File: src/design/utcc_pkg.sv
// ----------------------------------------------------------------------------
// utcc_pkg
// Shared types and constants for the seconds-to-calendar conversion pipeline.
// ----------------------------------------------------------------------------
`default_nettype none

package utcc_pkg;

   // Number of register stages from the input channel to the result register.
   localparam int STAGE_COUNT = 8;

   // Field widths.
   localparam int TS_W     = 36;
   localparam int YEAR_W   = 13;
   localparam int MONTH_W  = 4;
   localparam int DAY_W    = 5;
   localparam int HOUR_W   = 5;
   localparam int MINUTE_W = 6;
   localparam int SECOND_W = 6;

   // Internal widths.
   localparam int DAYS_W = 20;  // whole days since the epoch
   localparam int SECS_W = 17;  // seconds within a day
   localparam int Z_W    = 21;  // days since 0000-03-01
   localparam int ERA_W  = 4;   // 400-year eras
   localparam int DOE_W  = 18;  // day of era
   localparam int YOE_W  = 9;   // year of era
   localparam int DOY_W  = 9;   // day of March-based year
   localparam int REM_W  = 12;  // seconds within an hour
   localparam int MP_W   = 4;   // March-based month index

   // 86400 = 675 * 2^7, so days = (ts >> 7) / 675.
   localparam int DAY_SHIFT = 7;
   localparam logic [9:0]  DAY_ODD_FACTOR = 10'd675;
   localparam logic [29:0] RECIP_DAY      = 30'd814453058;  // ceil(2^39 / 675)
   localparam int RECIP_DAY_SHIFT = 39;

   localparam logic [Z_W-1:0]   MARCH_SHIFT      = 21'd719468;
   localparam logic [DOE_W-1:0] DAYS_PER_ERA     = 18'd146097;
   localparam logic [DOE_W-1:0] ERA_LAST_DAY     = 18'd146096;
   localparam logic [DOE_W-1:0] DAYS_PER_CENTURY = 18'd36524;
   localparam int ERA_COUNT         = 10;  // eras reachable from a 36-bit input
   localparam int CENTURIES_PER_ERA = 4;

   localparam logic [DOE_W-1:0]  DAYS_PER_YEAR     = 18'd365;
   localparam logic [18:0]       RECIP_YEAR        = 19'd367720;  // ceil(2^27 / 365)
   localparam int RECIP_YEAR_SHIFT = 27;
   localparam logic [YOE_W-1:0]  YEARS_PER_CENTURY = 9'd100;
   localparam logic [YEAR_W-1:0] YEARS_PER_ERA     = 13'd400;
   localparam int CENTURIES_PER_ERA_YEARS = 3;  // century marks inside one era

   localparam logic [SECS_W-1:0] SECS_PER_HOUR = 17'd3600;
   localparam logic [17:0]       RECIP_HOUR    = 18'd149131;  // ceil(2^29 / 3600)
   localparam int RECIP_HOUR_SHIFT = 29;
   localparam logic [REM_W-1:0]  SECS_PER_MIN  = 12'd60;
   localparam logic [12:0]       RECIP_MIN     = 13'd4370;    // ceil(2^18 / 60)
   localparam int RECIP_MIN_SHIFT = 18;

   localparam int MONTHS_PER_YEAR = 12;
   localparam int JAN_INDEX       = 10;  // March-based index of January
   localparam int MARCH_MONTH     = 3;

   typedef struct packed {
      logic [STAGE_COUNT-1:0] load;  // stage register k takes new data
   } pipe_ctrl_type;

   // First day of each March-based month within the year.
   function automatic logic [DOY_W-1:0] month_start(input logic [MP_W-1:0] mp);
      logic [DOY_W-1:0] result;
      case (mp)
         4'd0:    result = 9'd0;
         4'd1:    result = 9'd31;
         4'd2:    result = 9'd61;
         4'd3:    result = 9'd92;
         4'd4:    result = 9'd122;
         4'd5:    result = 9'd153;
         4'd6:    result = 9'd184;
         4'd7:    result = 9'd214;
         4'd8:    result = 9'd245;
         4'd9:    result = 9'd275;
         4'd10:   result = 9'd306;
         4'd11:   result = 9'd337;
         default: result = 9'd0;
      endcase
      return result;
   endfunction

endpackage

`default_nettype wire

File: src/design/utcc_req_if.sv
// ----------------------------------------------------------------------------
// utcc_req_if
// Input channel: one timestamp item per valid/ready handshake.
// ----------------------------------------------------------------------------
`default_nettype none

interface utcc_req_if import utcc_pkg::*; ();
   logic            valid;
   logic            ready;
   logic [TS_W-1:0] timestamp;

   modport source (output valid, output timestamp, input ready);
   modport sink   (input valid, input timestamp, output ready);
endinterface

`default_nettype wire

File: src/design/utcc_rsp_if.sv
// ----------------------------------------------------------------------------
// utcc_rsp_if
// Result channel: one calendar date and time item per valid/ready handshake.
// ----------------------------------------------------------------------------
`default_nettype none

interface utcc_rsp_if import utcc_pkg::*; ();
   logic                valid;
   logic                ready;
   logic [YEAR_W-1:0]   year;
   logic [MONTH_W-1:0]  month;
   logic [DAY_W-1:0]    day;
   logic [HOUR_W-1:0]   hour;
   logic [MINUTE_W-1:0] minute;
   logic [SECOND_W-1:0] second;

   modport source (output valid, output year, output month, output day,
                   output hour, output minute, output second, input ready);
   modport sink   (input valid, input year, input month, input day,
                   input hour, input minute, input second, output ready);
endinterface

`default_nettype wire

File: src/design/utcc_pipe_ctrl.sv
// ----------------------------------------------------------------------------
// utcc_pipe_ctrl
// Valid bits and per-stage load enables for the conversion pipeline.
// ----------------------------------------------------------------------------
`default_nettype none

module utcc_pipe_ctrl import utcc_pkg::*; (
   input  wire logic    clock,
   input  wire logic    reset,
   input  wire logic    in_valid,
   output logic         in_ready,
   output logic         out_valid,
   input  wire logic    out_ready,
   output pipe_ctrl_type ctrl
);

   logic [STAGE_COUNT-1:0] valid_ff;
   logic [STAGE_COUNT-1:0] valid_in;
   logic [STAGE_COUNT-1:0] ready;
   logic [STAGE_COUNT-1:0] src_valid;

   // A stage can take data when it is empty or its contents move on.
   always_comb begin
      src_valid = {valid_ff[STAGE_COUNT-2:0], in_valid};
      ready[STAGE_COUNT-1] = !valid_ff[STAGE_COUNT-1] || out_ready;
      for (int k = STAGE_COUNT - 2; k >= 0; k--) begin
         ready[k] = !valid_ff[k] || ready[k+1];
      end
      for (int k = 0; k < STAGE_COUNT; k++) begin
         valid_in[k] = ready[k] ? src_valid[k] : valid_ff[k];
      end
   end

   always_ff @(posedge clock) begin
      if (reset) begin
         valid_ff <= '0;
      end else begin
         valid_ff <= valid_in;
      end
   end

   assign ctrl.load = ready & src_valid;
   assign in_ready  = ready[0];
   assign out_valid = valid_ff[STAGE_COUNT-1];

   a_full_stall_blocks_input: assert property (@(posedge clock) disable iff (reset)
      (&valid_ff && !out_ready) |-> !in_ready)
      else $error("input accepted while every stage is full and stalled");

   a_stalled_stage_keeps_item: assert property (@(posedge clock) disable iff (reset)
      (valid_ff[0] && !ready[0]) |=> valid_ff[0])
      else $error("first stage dropped an item while stalled");

   a_result_held_until_taken: assert property (@(posedge clock) disable iff (reset)
      (out_valid && !out_ready) |=> out_valid)
      else $error("result item dropped before it was taken");

endmodule

`default_nettype wire

File: src/design/utcc_day_split.sv
// ----------------------------------------------------------------------------
// utcc_day_split
// Splits the timestamp into whole days and seconds of the day, and shifts the
// day count to a March-based calendar origin.
// ----------------------------------------------------------------------------
`default_nettype none

module utcc_day_split import utcc_pkg::*; (
   input  wire logic            clock,
   input  wire pipe_ctrl_type   ctrl,
   input  wire logic [TS_W-1:0] timestamp,
   output logic [SECS_W-1:0]    secs,
   output logic [Z_W-1:0]       z
);

   logic [58:0]        day_prod;
   logic [DAYS_W-1:0]  days_in;
   logic [DAYS_W-1:0]  days_ff;
   logic [SECS_W-1:0]  ts_lo_ff;
   logic [9:0]         day_lo_prod;
   logic [SECS_W-1:0]  secs_in;
   logic [SECS_W-1:0]  secs_ff;
   logic [Z_W-1:0]     z_in;
   logic [Z_W-1:0]     z_ff;

   // Stage 1: exact reciprocal multiply for the divide by 675.
   assign day_prod = 59'(timestamp[TS_W-1:DAY_SHIFT]) * 59'(RECIP_DAY);
   assign days_in  = day_prod[RECIP_DAY_SHIFT +: DAYS_W];

   always_ff @(posedge clock) begin
      if (ctrl.load[0]) begin
         days_ff  <= days_in;
         ts_lo_ff <= timestamp[SECS_W-1:0];
      end
   end

   // Stage 2: the remainder is below 2^17, so only the low bits are needed.
   assign day_lo_prod = days_ff[9:0] * DAY_ODD_FACTOR;
   assign secs_in     = ts_lo_ff - {day_lo_prod, {DAY_SHIFT{1'b0}}};
   assign z_in        = Z_W'(days_ff) + MARCH_SHIFT;

   always_ff @(posedge clock) begin
      if (ctrl.load[1]) begin
         secs_ff <= secs_in;
         z_ff    <= z_in;
      end
   end

   assign secs = secs_ff;
   assign z    = z_ff;

endmodule

`default_nettype wire

File: src/design/utcc_tod.sv
// ----------------------------------------------------------------------------
// utcc_tod
// Time of day: hour, minute and second from the seconds within a day.
// ----------------------------------------------------------------------------
`default_nettype none

module utcc_tod import utcc_pkg::*; (
   input  wire logic              clock,
   input  wire pipe_ctrl_type     ctrl,
   input  wire logic [SECS_W-1:0] secs,
   output logic [HOUR_W-1:0]      hour,
   output logic [MINUTE_W-1:0]    minute,
   output logic [SECOND_W-1:0]    second
);

   logic [34:0]         hour_prod;
   logic [HOUR_W-1:0]   hour3_ff, hour4_ff, hour5_ff, hour6_ff, hour7_ff, hour8_ff;
   logic [SECS_W-1:0]   secs3_ff;
   logic [SECS_W-1:0]   hour_secs;
   logic [SECS_W-1:0]   rem_full;
   logic [REM_W-1:0]    rem4_ff, rem5_ff;
   logic [24:0]         min_prod;
   logic [MINUTE_W-1:0] minute5_ff, minute6_ff, minute7_ff, minute8_ff;
   logic [REM_W-1:0]    min_secs;
   logic [REM_W-1:0]    sec_full;
   logic [SECOND_W-1:0] second6_ff, second7_ff, second8_ff;

   // Stage 3: hour by reciprocal multiply.
   assign hour_prod = 35'(secs) * 35'(RECIP_HOUR);

   always_ff @(posedge clock) begin
      if (ctrl.load[2]) begin
         hour3_ff <= hour_prod[RECIP_HOUR_SHIFT +: HOUR_W];
         secs3_ff <= secs;
      end
   end

   // Stage 4: seconds left within the hour.
   assign hour_secs = SECS_W'(hour3_ff) * SECS_PER_HOUR;
   assign rem_full  = secs3_ff - hour_secs;

   always_ff @(posedge clock) begin
      if (ctrl.load[3]) begin
         rem4_ff  <= rem_full[REM_W-1:0];
         hour4_ff <= hour3_ff;
      end
   end

   // Stage 5: minute by reciprocal multiply.
   assign min_prod = 25'(rem4_ff) * 25'(RECIP_MIN);

   always_ff @(posedge clock) begin
      if (ctrl.load[4]) begin
         minute5_ff <= min_prod[RECIP_MIN_SHIFT +: MINUTE_W];
         rem5_ff    <= rem4_ff;
         hour5_ff   <= hour4_ff;
      end
   end

   // Stage 6: second is what remains of the minute.
   assign min_secs = REM_W'(minute5_ff) * SECS_PER_MIN;
   assign sec_full = rem5_ff - min_secs;

   always_ff @(posedge clock) begin
      if (ctrl.load[5]) begin
         second6_ff <= sec_full[SECOND_W-1:0];
         minute6_ff <= minute5_ff;
         hour6_ff   <= hour5_ff;
      end
   end

   // Stages 7 and 8 keep the time aligned with the date path.
   always_ff @(posedge clock) begin
      if (ctrl.load[6]) begin
         second7_ff <= second6_ff;
         minute7_ff <= minute6_ff;
         hour7_ff   <= hour6_ff;
      end
      if (ctrl.load[7]) begin
         second8_ff <= second7_ff;
         minute8_ff <= minute7_ff;
         hour8_ff   <= hour7_ff;
      end
   end

   assign hour   = hour8_ff;
   assign minute = minute8_ff;
   assign second = second8_ff;

endmodule

`default_nettype wire

File: src/design/utcc_civil.sv
// ----------------------------------------------------------------------------
// utcc_civil
// Civil date from a March-based day count: era, year of era, day of year,
// then month and day of month.
// ----------------------------------------------------------------------------
`default_nettype none

module utcc_civil import utcc_pkg::*; (
   input  wire logic           clock,
   input  wire pipe_ctrl_type  ctrl,
   input  wire logic [Z_W-1:0] z,
   output logic [YEAR_W-1:0]   year,
   output logic [MONTH_W-1:0]  month,
   output logic [DAY_W-1:0]    day
);

   logic [ERA_W-1:0]   era_in;
   logic [Z_W-1:0]     era_base;
   logic [Z_W-1:0]     doe_full;
   logic [ERA_W-1:0]   era3_ff, era4_ff, era5_ff, era6_ff;
   logic [DOE_W-1:0]   doe3_ff, doe4_ff, doe5_ff, doe6_ff;

   logic [34:0]        quad_prod;
   logic [2:0]         cent_in;
   logic [6:0]         quad4_ff;
   logic [2:0]         cent4_ff;
   logic               last4_ff;

   logic [DOE_W-1:0]   num_in;
   logic [DOE_W-1:0]   num5_ff;

   logic [36:0]        year_prod;
   logic [YOE_W-1:0]   yoe6_ff;

   logic [1:0]         cent_yoe;
   logic [DOE_W-1:0]   year_days;
   logic [DOE_W-1:0]   doy_full;
   logic [DOY_W-1:0]   doy7_ff;
   logic [YEAR_W-1:0]  ybase7_ff;

   logic [MP_W-1:0]    mp;
   logic [DOY_W-1:0]   dom_full;
   logic [MONTH_W-1:0] month_in;
   logic [YEAR_W-1:0]  year_in;
   logic [YEAR_W-1:0]  year8_ff;
   logic [MONTH_W-1:0] month8_ff;
   logic [DAY_W-1:0]   day8_ff;

   // Stage 3: era by comparison against each era boundary.
   always_comb begin
      era_in   = '0;
      era_base = '0;
      for (int k = 1; k <= ERA_COUNT; k++) begin
         if (z >= Z_W'(k) * Z_W'(DAYS_PER_ERA)) begin
            era_in   = ERA_W'(k);
            era_base = Z_W'(k) * Z_W'(DAYS_PER_ERA);
         end
      end
      doe_full = z - era_base;
   end

   always_ff @(posedge clock) begin
      if (ctrl.load[2]) begin
         era3_ff <= era_in;
         doe3_ff <= doe_full[DOE_W-1:0];
      end
   end

   // Stage 4: leap-day corrections. doe/1460 is (doe/4)/365.
   assign quad_prod = 35'(doe3_ff[DOE_W-1:2]) * 35'(RECIP_YEAR);

   always_comb begin
      cent_in = '0;
      for (int k = 1; k <= CENTURIES_PER_ERA; k++) begin
         if (doe3_ff >= DOE_W'(k) * DAYS_PER_CENTURY) begin
            cent_in = 3'(k);
         end
      end
   end

   always_ff @(posedge clock) begin
      if (ctrl.load[3]) begin
         quad4_ff <= quad_prod[RECIP_YEAR_SHIFT +: 7];
         cent4_ff <= cent_in;
         last4_ff <= (doe3_ff == ERA_LAST_DAY);
         doe4_ff  <= doe3_ff;
         era4_ff  <= era3_ff;
      end
   end

   // Stage 5: day count with leap days removed.
   assign num_in = doe4_ff - DOE_W'(quad4_ff) + DOE_W'(cent4_ff) - DOE_W'(last4_ff);

   always_ff @(posedge clock) begin
      if (ctrl.load[4]) begin
         num5_ff <= num_in;
         doe5_ff <= doe4_ff;
         era5_ff <= era4_ff;
      end
   end

   // Stage 6: year of era by reciprocal multiply.
   assign year_prod = 37'(num5_ff) * 37'(RECIP_YEAR);

   always_ff @(posedge clock) begin
      if (ctrl.load[5]) begin
         yoe6_ff <= year_prod[RECIP_YEAR_SHIFT +: YOE_W];
         doe6_ff <= doe5_ff;
         era6_ff <= era5_ff;
      end
   end

   // Stage 7: day of year and the year without the January carry.
   always_comb begin
      cent_yoe = '0;
      for (int k = 1; k <= CENTURIES_PER_ERA_YEARS; k++) begin
         if (yoe6_ff >= YOE_W'(k) * YEARS_PER_CENTURY) begin
            cent_yoe = 2'(k);
         end
      end
      year_days = DOE_W'(yoe6_ff) * DAYS_PER_YEAR + DOE_W'(yoe6_ff[YOE_W-1:2])
                  - DOE_W'(cent_yoe);
      doy_full  = doe6_ff - year_days;
   end

   always_ff @(posedge clock) begin
      if (ctrl.load[6]) begin
         doy7_ff   <= doy_full[DOY_W-1:0];
         ybase7_ff <= YEAR_W'(yoe6_ff) + YEAR_W'(era6_ff) * YEARS_PER_ERA;
      end
   end

   // Stage 8: month by comparison with month starts; January and February
   // belong to the next civil year.
   always_comb begin
      mp = '0;
      for (int k = 1; k < MONTHS_PER_YEAR; k++) begin
         if (doy7_ff >= month_start(MP_W'(k))) begin
            mp = MP_W'(k);
         end
      end
      dom_full = doy7_ff - month_start(mp) + 9'd1;
      if (mp >= MP_W'(JAN_INDEX)) begin
         month_in = mp - MONTH_W'(JAN_INDEX - 1);
         year_in  = ybase7_ff + 13'd1;
      end else begin
         month_in = mp + MONTH_W'(MARCH_MONTH);
         year_in  = ybase7_ff;
      end
   end

   always_ff @(posedge clock) begin
      if (ctrl.load[7]) begin
         year8_ff  <= year_in;
         month8_ff <= month_in;
         day8_ff   <= dom_full[DAY_W-1:0];
      end
   end

   assign year  = year8_ff;
   assign month = month8_ff;
   assign day   = day8_ff;

endmodule

`default_nettype wire

File: src/design/unix_time_to_calendar_unit.sv
// ----------------------------------------------------------------------------
// unix_time_to_calendar_unit
// Converts seconds since 1970-01-01 00:00:00 UTC into the Gregorian date and
// time of day through an eight-stage pipeline.
// ----------------------------------------------------------------------------
//
//   Channel   Direction  Handshake      Item contents
//   req_ch    in         valid/ready    timestamp (36 bits, seconds)
//   rsp_ch    out        valid/ready    year, month, day, hour, minute, second
//
// The accepting edge loads the first of eight register stages, and the result
// is presented from the last stage. A new item may enter on every cycle while
// rsp_ch is ready, so the sustained rate is one item per cycle while rsp_ch is
// ready, since every stage passes its item on each cycle that the next stage
// can take it.
// Reset clears only the stage valid bits; data registers carry no reset.
// A stall on rsp_ch holds the last stage, and empty stages upstream keep
// filling, so items are accepted until every stage holds one.
// ----------------------------------------------------------------------------
`default_nettype none

module unix_time_to_calendar_unit import utcc_pkg::*; (
   input  wire logic  clock,
   input  wire logic  reset,
   utcc_req_if.sink   req_ch,
   utcc_rsp_if.source rsp_ch
);

   pipe_ctrl_type     ctrl;
   logic [SECS_W-1:0] secs;
   logic [Z_W-1:0]    z;

   // The control block owns all valid bits; datapath stages only see loads.
   utcc_pipe_ctrl u_ctrl (
      .clock     (clock),
      .reset     (reset),
      .in_valid  (req_ch.valid),
      .in_ready  (req_ch.ready),
      .out_valid (rsp_ch.valid),
      .out_ready (rsp_ch.ready),
      .ctrl      (ctrl)
   );

   // Stages 1 and 2: days and seconds of the day.
   utcc_day_split u_day_split (
      .clock     (clock),
      .ctrl      (ctrl),
      .timestamp (req_ch.timestamp),
      .secs      (secs),
      .z         (z)
   );

   // Stages 3 to 8: time of day, padded to match the date path.
   utcc_tod u_tod (
      .clock  (clock),
      .ctrl   (ctrl),
      .secs   (secs),
      .hour   (rsp_ch.hour),
      .minute (rsp_ch.minute),
      .second (rsp_ch.second)
   );

   // Stages 3 to 8: era, year of era, day of year, month and day.
   utcc_civil u_civil (
      .clock (clock),
      .ctrl  (ctrl),
      .z     (z),
      .year  (rsp_ch.year),
      .month (rsp_ch.month),
      .day   (rsp_ch.day)
   );

   // A ready result side frees every stage, so the input must be ready too.
   a_ready_reaches_input: assert property (@(posedge clock) disable iff (reset)
      rsp_ch.ready |-> req_ch.ready)
      else $error("result side ready but input side stalled");

   // Catches a wrong reciprocal or a misaligned stage in the date path.
   a_date_in_range: assert property (@(posedge clock) disable iff (reset)
      rsp_ch.valid |-> (rsp_ch.month >= 4'd1 && rsp_ch.month <= 4'd12 &&
                        rsp_ch.day >= 5'd1 && rsp_ch.year >= 13'd1970 &&
                        rsp_ch.year <= 13'd4147))
      else $error("date result out of range");

   a_time_in_range: assert property (@(posedge clock) disable iff (reset)
      rsp_ch.valid |-> (rsp_ch.hour <= 5'd23 && rsp_ch.minute <= 6'd59 &&
                        rsp_ch.second <= 6'd59))
      else $error("time-of-day result out of range");

endmodule

`default_nettype wire

File: src/flat_wrapper.sv
// flat-port wrapper written by rule: the top's interface ports become plain ports
module unix_time_to_calendar_unit_flat import utcc_pkg::*;
  (clock, reset, req_ch_valid, req_ch_timestamp, req_ch_ready, rsp_ch_valid, rsp_ch_year, rsp_ch_month, rsp_ch_day, rsp_ch_hour, rsp_ch_minute, rsp_ch_second, rsp_ch_ready);
  utcc_req_if req_ch_i ();
  utcc_rsp_if rsp_ch_i ();
  input  wire logic clock;
  input  wire logic reset;
  input wire logic [$bits(req_ch_i.valid)-1:0] req_ch_valid;
  input wire logic [$bits(req_ch_i.timestamp)-1:0] req_ch_timestamp;
  output wire logic [$bits(req_ch_i.ready)-1:0] req_ch_ready;
  output wire logic [$bits(rsp_ch_i.valid)-1:0] rsp_ch_valid;
  output wire logic [$bits(rsp_ch_i.year)-1:0] rsp_ch_year;
  output wire logic [$bits(rsp_ch_i.month)-1:0] rsp_ch_month;
  output wire logic [$bits(rsp_ch_i.day)-1:0] rsp_ch_day;
  output wire logic [$bits(rsp_ch_i.hour)-1:0] rsp_ch_hour;
  output wire logic [$bits(rsp_ch_i.minute)-1:0] rsp_ch_minute;
  output wire logic [$bits(rsp_ch_i.second)-1:0] rsp_ch_second;
  input wire logic [$bits(rsp_ch_i.ready)-1:0] rsp_ch_ready;
  assign req_ch_i.valid = req_ch_valid;
  assign req_ch_i.timestamp = req_ch_timestamp;
  assign req_ch_ready = req_ch_i.ready;
  assign rsp_ch_valid = rsp_ch_i.valid;
  assign rsp_ch_year = rsp_ch_i.year;
  assign rsp_ch_month = rsp_ch_i.month;
  assign rsp_ch_day = rsp_ch_i.day;
  assign rsp_ch_hour = rsp_ch_i.hour;
  assign rsp_ch_minute = rsp_ch_i.minute;
  assign rsp_ch_second = rsp_ch_i.second;
  assign rsp_ch_i.ready = rsp_ch_ready;
  unix_time_to_calendar_unit u_core (.clock(clock), .reset(reset), .req_ch(req_ch_i), .rsp_ch(rsp_ch_i));
endmodule
File: config.mk
export PLATFORM = sky130hd
export DESIGN_NAME = unix_time_to_calendar_unit_flat
export DESIGN_NICKNAME = d
export VERILOG_FILES = /design/src/design/utcc_pkg.sv /design/src/design/utcc_req_if.sv /design/src/design/utcc_rsp_if.sv /design/src/design/utcc_pipe_ctrl.sv /design/src/design/utcc_day_split.sv /design/src/design/utcc_tod.sv /design/src/design/utcc_civil.sv /design/src/design/unix_time_to_calendar_unit.sv /design/src/flat_wrapper.sv
export SDC_FILE = /design/constraint.sdc
export NUM_CORES = 2
export LEC_CHECK = 0
export BUFFER_PORTS_ARGS = -buffer_cell sky130_fd_sc_hd__buf_2
export CAP_MARGIN = 20
export CORE_ASPECT_RATIO = 1.1
export CORE_UTILIZATION = 40
export CTS_CLUSTER_DIAMETER = 100
export DETAILED_ROUTE_END_ITERATION = 12
export GPL_TIMING_DRIVEN = 0
export PLACE_DENSITY = 0.56
export SETUP_SLACK_MARGIN = 0.15
export SYNTH_ARGS = -nofsm -noshare
export SYNTH_HDL_FRONTEND = slang
export SYNTH_SLANG_ARGS = --single-unit
File: constraint.sdc
create_clock -name clock -period 8 [get_ports clock]
set_input_delay 1.2 -clock clock [delete_from_list [all_inputs] [get_ports clock]]
set_output_delay 1.2 -clock clock [all_outputs]
set_load 0.05 [all_outputs]
* Word level (Yosys, flattened, before mapping)
Memories as Yosys holds them, arrays and structs flattened. Cells that the tools add are included.
Operators by class: bitwise gates (word level) 1, multiply operators 10, multiplexer cells 38, magnitude comparators 29, add/sub/neg operators 17, equal/unequal tests 1, reductions and logical operators 17
Operators by type and width (count):
- $mux 18 | 10
- $ge 21x20->1 const B | 4
- $mux 4 | 17
- $ge 21x21->1 const B | 3
- $mul 29x29->58 const B | 1
- $ge 9x8->1 const B | 5
- $ge 21x19->1 const B | 2
- $ge 18x17->1 const B | 2
- $ge 9x9->1 const B | 4
- $mul 17x18->34 const B | 1
- $mul 18x16->33 const B | 1
- $mul 16x16->31 const B | 1
- $ge 9x7->1 const B | 3
- $mul 12x12->23 const B | 1
- $add 20x20->21 const B | 1
- $ge 21x18->1 const B | 1
- $add 18x3->18 | 1
- $eq 18x18->1 const B | 1
- $ge 18x16->1 const B | 1
- $ge 18x18->1 const B | 1
- $sub 18x1->18 | 1
- $sub 18x18->18 | 1
- $sub 18x7->18 | 1
- $sub 17x17->17 | 1
- 27 further kinds | 48
Storage, ports and cells: memories 1, output and inout bits 41, bits in read-only memories 144, word-level logic and storage cells 161, input bits 40, bits in registers 337
Memories:
- (name not given) | depth 16, bits a word 9, read ports 1, clocked after memory_dff 0, wr ports 0, line utcc_pkg.sv:70 | case (mp)

* Depth between registers and ports, before layout
An unclocked memory read counts as a cell.
depth in word-level cells 15, depth in mapped cells 26

* Cells and area by module
Synthesis repeated with hierarchy kept, for this count alone.
Second synthesis, totals: cells, all modules 4092, area, all modules 44881.8 um2
By module, submodules not included:
- utcc_civil | sequential area each 4564.4 um2, area each 20195.6 um2, cells each 1896, instances 1
- utcc_day_split | sequential area each 2252.2 um2, area each 14844.2 um2, cells each 1342, instances 1
- utcc_tod | sequential area each 3062.9 um2, area each 9461.6 um2, cells each 813, instances 1
- utcc_pipe_ctrl | sequential area each 160.2 um2, area each 380.4 um2, cells each 41, instances 1

* Least setup slack after synthesis
OpenSTA, ideal clock, no wires.
path kind in2reg, start point in req_ch_timestamp[14], end point reg u_core.u_day_split.days_ff[13], data pin, cell stages on the path 24, slack 328 ps, arrival time 7412 ps, cells stage by stage fa_1 -> ha_1 -> inv_1 -> fa_1 -> fa_1 -> inv_1 -> fa_1 -> fa_1 -> fa_1 -> inv_1 -> fa_1 -> inv_1 -> ha_1 -> a21o_1 -> a21o_1 -> a21oi_1 -> inv_2 -> a2111o_1 -> and3_4 -> o21a_1 -> o21a_4 -> o41ai_4 -> o21bai_2 -> xor2_1
Between the ends: word-level cells in the longest chain between the ends 1
RTL lines:
- start, declared | line flat_wrapper.sv:9 | input wire logic [$bits(req_ch_i.timestamp)-1:0] req_ch_timestamp;
- $mul 29x29->58 | line utcc_day_split.sv:27 | assign day_prod = 59'(timestamp[TS_W-1:DAY_SHIFT]) * 59'(RECIP_DAY);
- via u_core.u_day_split.day_prod[52] | line utcc_day_split.sv:16 | logic [58:0] day_prod;
- end signal, assigned | line utcc_day_split.sv:32 | days_ff <= days_in;
- end, declared | line utcc_day_split.sv:18 | logic [DAYS_W-1:0] days_ff;
The timed path passes the listed nets, and every way through them passes these cells. A chain may end at the register's enable or synchronous reset.

* Worst setup path after layout
Ends and elaborated chain as after synthesis.

==> impl_metrics.toml <==
[critical_path]
worstPathRequired_ns = 8.32
crit_path_end_kind = "flip-flop"
r2r_slack_ns = 1.40
reg2reg_to = "u_core.u_civil.yoe6_ff[8]$_DFFE_PP_"
path_class = "in -> reg"
path_max_fanout = 12
r2r_cells = 19
crit_start = "req_ch_timestamp[14]"
critPathLaunchType = "input pin"
r2r_start = "u_core.u_civil.num5_ff[7]$_DFFE_PP_"
critPathArrivalTime_ns = 7.98

[placement]
dp_hpwl_um = 69900
io_buffers = 79
dpl.cell_count = 5361
place_ws_ns = -0.503
globalplace.congestion = 0.870

[logic_synthesis]
synth_area_mm2 = 0.0435
yosysMostFrequentCell = "ha_1"
ys_warn_count = 0
synth.area.top_cells = "ha_1, fa_1, edfxtp_1"
synth_seq_cells = 337
yosys.area.top_type_share_pct = 30.7
ys_seq_area_share_pct = 23.1
syn_avg_cell_area_um2 = 11.2
synth_common_cells = "ha_1, inv_1, fa_1"
synth_compound_area_share_pct = 6.60
syn-num-nets = 5484
synth-simple-area-share_pct = 4.33
synthMuxAreaShare_pct = 0.0259
yosysTopAreaCell = "ha_1"
synth_top_family_by_area = "adder cells"
synth_edf_count = 329
synth_flop_cell = "edfxtp_1"
ys_types = 69
syn_inst = 3866
synth_xor_area_share_pct = 3.61
synthAdderAreaFrac_pct = 54.3
async_flop_share_pct = 0

[die]
start_util_pct = 40.4
ios = 81
num_rows = 126
core_area_mm2 = 0.108
die_area_mm2 = 0.110
die_x_um = 316
fp.dieH_um = 348

[routing]
drc = 0
drt_first_pass_iters = 5
wl_um = 84400
num_vias = 26200
routedWlPerCell_um = 15.5
via_per_inst = 4.83
ant_nets = 0
first_iter_violations = 831

[grt]
grt_start_max_net_pins = 33
grtUsageMet3_pct = 1.51
antenna_found_initial = 0
grt_pass1_wl_um = 142000
grt.busiest_layer = "met2"
gr-usage-all-layers_pct = 16.2
grt_use_met2_pct = 29.5
first_global_vias = 28000
grt-ovfl-total = 0
grt_util_met1_pct = 20.3

[cells_and_area]
drive_above_1_share_pct = 4.50
fin_cells = 5434
syn2layout_area_growth_pct = 8.73
seq_area_mm2 = 0.0100
n_antenna_cell = 0
final_nets = 5613
fillCellCount = 10200
multi_input_area_mm2 = 0.0300

[sta]
max_slew.worst_pin.slew_ns = 0.900
setup_viol = 0
holdWs_ns = 0.409
rsz0062_at_grt = "no"
finalCriticalPeriod_ns = 7.66
timing.final.crit_share_pct = 95.7
fmax_mhz = 131
hold_violations = 0
drv_slew = 0
fin_skew_ns = 0.0302
layout_setup_ws_ns = 0.344
relSlewSlack_pct = 40.0

[min_path]
holdPathEnd = "u_core.u_tod.minute7_ff[1]$_DFFE_PP_"
hold_start = "u_core.u_tod.minute6_ff[1]$_DFFE_PP_"
holdPathStages = 0
hold_class = "reg -> reg"

[clock_network]
h-tree-depth = 2
clk_pin_slew_ns = 0.06
cts-buffers-inserted = 39
clock-root-buffer = "clkbuf_16"
cts.sink_count = 337
holdBufCountCts = 0
clock_path_buffers = 3
clk_latency_ns = 0.58
cts_tree = "built"

[status]
outcome = "finished clean"

[run]
maxCapViolations = 0
-- cell type report --
class | count | area share [%]
Multi-Input combinational cell | 2592 | 63.5
Sequential cell | 337 | 21.2
Inverter | 912 | 7.24
Tap cell | 1408 | 3.73
Clock buffer | 47 | 2.17
Timing Repair Buffer | 88 | 1.30
Clock inverter | 25 | 0.601
Buffer | 25 | 0.199
-- per-stage QoR --
step | TNS [ns] | utilization [%] | cell area, um^2
finish | 0 | 44.0 | 47300
global route | 0 | 44.0 | 47300
CTS | 0 | 43.9 | 47200
detailed placement | -3.33 | 42.7 | 45900
global placement | -2.75 | 42.4 | 45600
floorplan | 0 | - | 43500
-- worst max path at each step --
stage	endpoint	slack, ns	depth (start not counted)
finish	u_core.u_day_split.days_ff[13]$_DFFE_PP_	0.34	25
global placement	u_core.u_day_split.days_ff[13]$_DFFE_PP_	-0.44	25
CTS	u_core.u_day_split.days_ff[13]$_DFFE_PP_	0.16	25
detailed placement	u_core.u_day_split.days_ff[13]$_DFFE_PP_	-0.50	25
global route	u_core.u_day_split.days_ff[13]$_DFFE_PP_	0.15	25
floorplan	u_core.u_day_split.days_ff[13]$_DFFE_PP_	0.33	24
-- flip-flops by register name, summed over array words and instances (netlist names), 7 cells and up --
| signal | cells |
|---|---|
| u_core.u_day_split.secs | 17 |
| u_core.u_tod.secs3_ff | 12 |
| u_core.u_civil.doe3_ff | 18 |
| u_core.u_civil.year | 13 |
| u_core.u_civil.ybase7_ff | 13 |
| u_core.u_civil.quad4_ff | 7 |
| u_core.u_day_split.z | 21 |
| u_core.u_civil.doy7_ff | 9 |
| u_core.u_day_split.ts_lo_ff | 17 |
| u_core.u_tod.rem4_ff | 12 |
| u_core.u_civil.doe6_ff | 9 |
| u_core.u_day_split.days_ff | 20 |
| u_core.u_civil.doe5_ff | 9 |
| u_core.u_civil.yoe6_ff | 9 |
| u_core.u_ctrl.valid_ff | 8 |
| u_core.u_civil.num5_ff | 18 |
| u_core.u_civil.doe4_ff | 18 |
-- placed cells by master (no fill, tap or decap), types with 58 or more instances in the layout --
cell type / Yosys / final
nand2_1: 91 / 91
o21ai_0: 58 / 58
inv_1: 910 / 910
a21oi_1: 142 / 140
a21o_1: 66 / 66
buf_2: 0 / 70
xnor2_1: 133 / 133
nor2_1: 119 / 118
ha_1: 1066 / 1065
edfxtp_1: 329 / 329
fa_1: 512 / 512
-- repair_timing --
item                                    CTS  global route
gates resized for setup                   2            17
pin swaps                                 0             4
endpoints found under the setup margin    2             8
buffers inserted                          0             1
-- worst max-delay path, cell delays in order --
cell	delay, ns
buf_4	0.22
fa_1	0.44
ha_1	0.29
inv_1	0.05
fa_1	0.50
fa_1	0.53
inv_1	0.05
fa_1	0.46
fa_1	0.53
fa_1	0.55
inv_1	0.05
fa_1	0.49
inv_1	0.04
ha_1	0.34
a21o_1	0.19
a21o_1	0.16
a21oi_1	0.23
inv_2	0.06
a2111o_1	0.47
and3_4	0.21
o21a_1	0.19
o21a_4	0.22
o41ai_4	0.26
o21bai_2	0.09
xor2_1	0.14
-- logic make-up (layout without fill, tap and decap cells) --
logic type	after synthesis	in the layout
buffers and inverters	937	1097
XOR/XNOR	179	179
flip-flops	337	337
AO/OA/AOI/OAI	442	442
adder cells (fa/ha/maj)	1578	1578
AND/OR/NAND/NOR	392	392
multiplexers	1	1
-- routing by layer --
layer | vias up | wire length [um]
met5 | - | 0
met4 | 0 | 2060
met2 | 311 | 43000
li1 | 13100 | -
met1 | 12800 | 37500
met3 | 101 | 1940
Power is left out: the tool's default activity adds up to more than one toggle a clock period on the data nets, which glitch-free logic cannot reach.
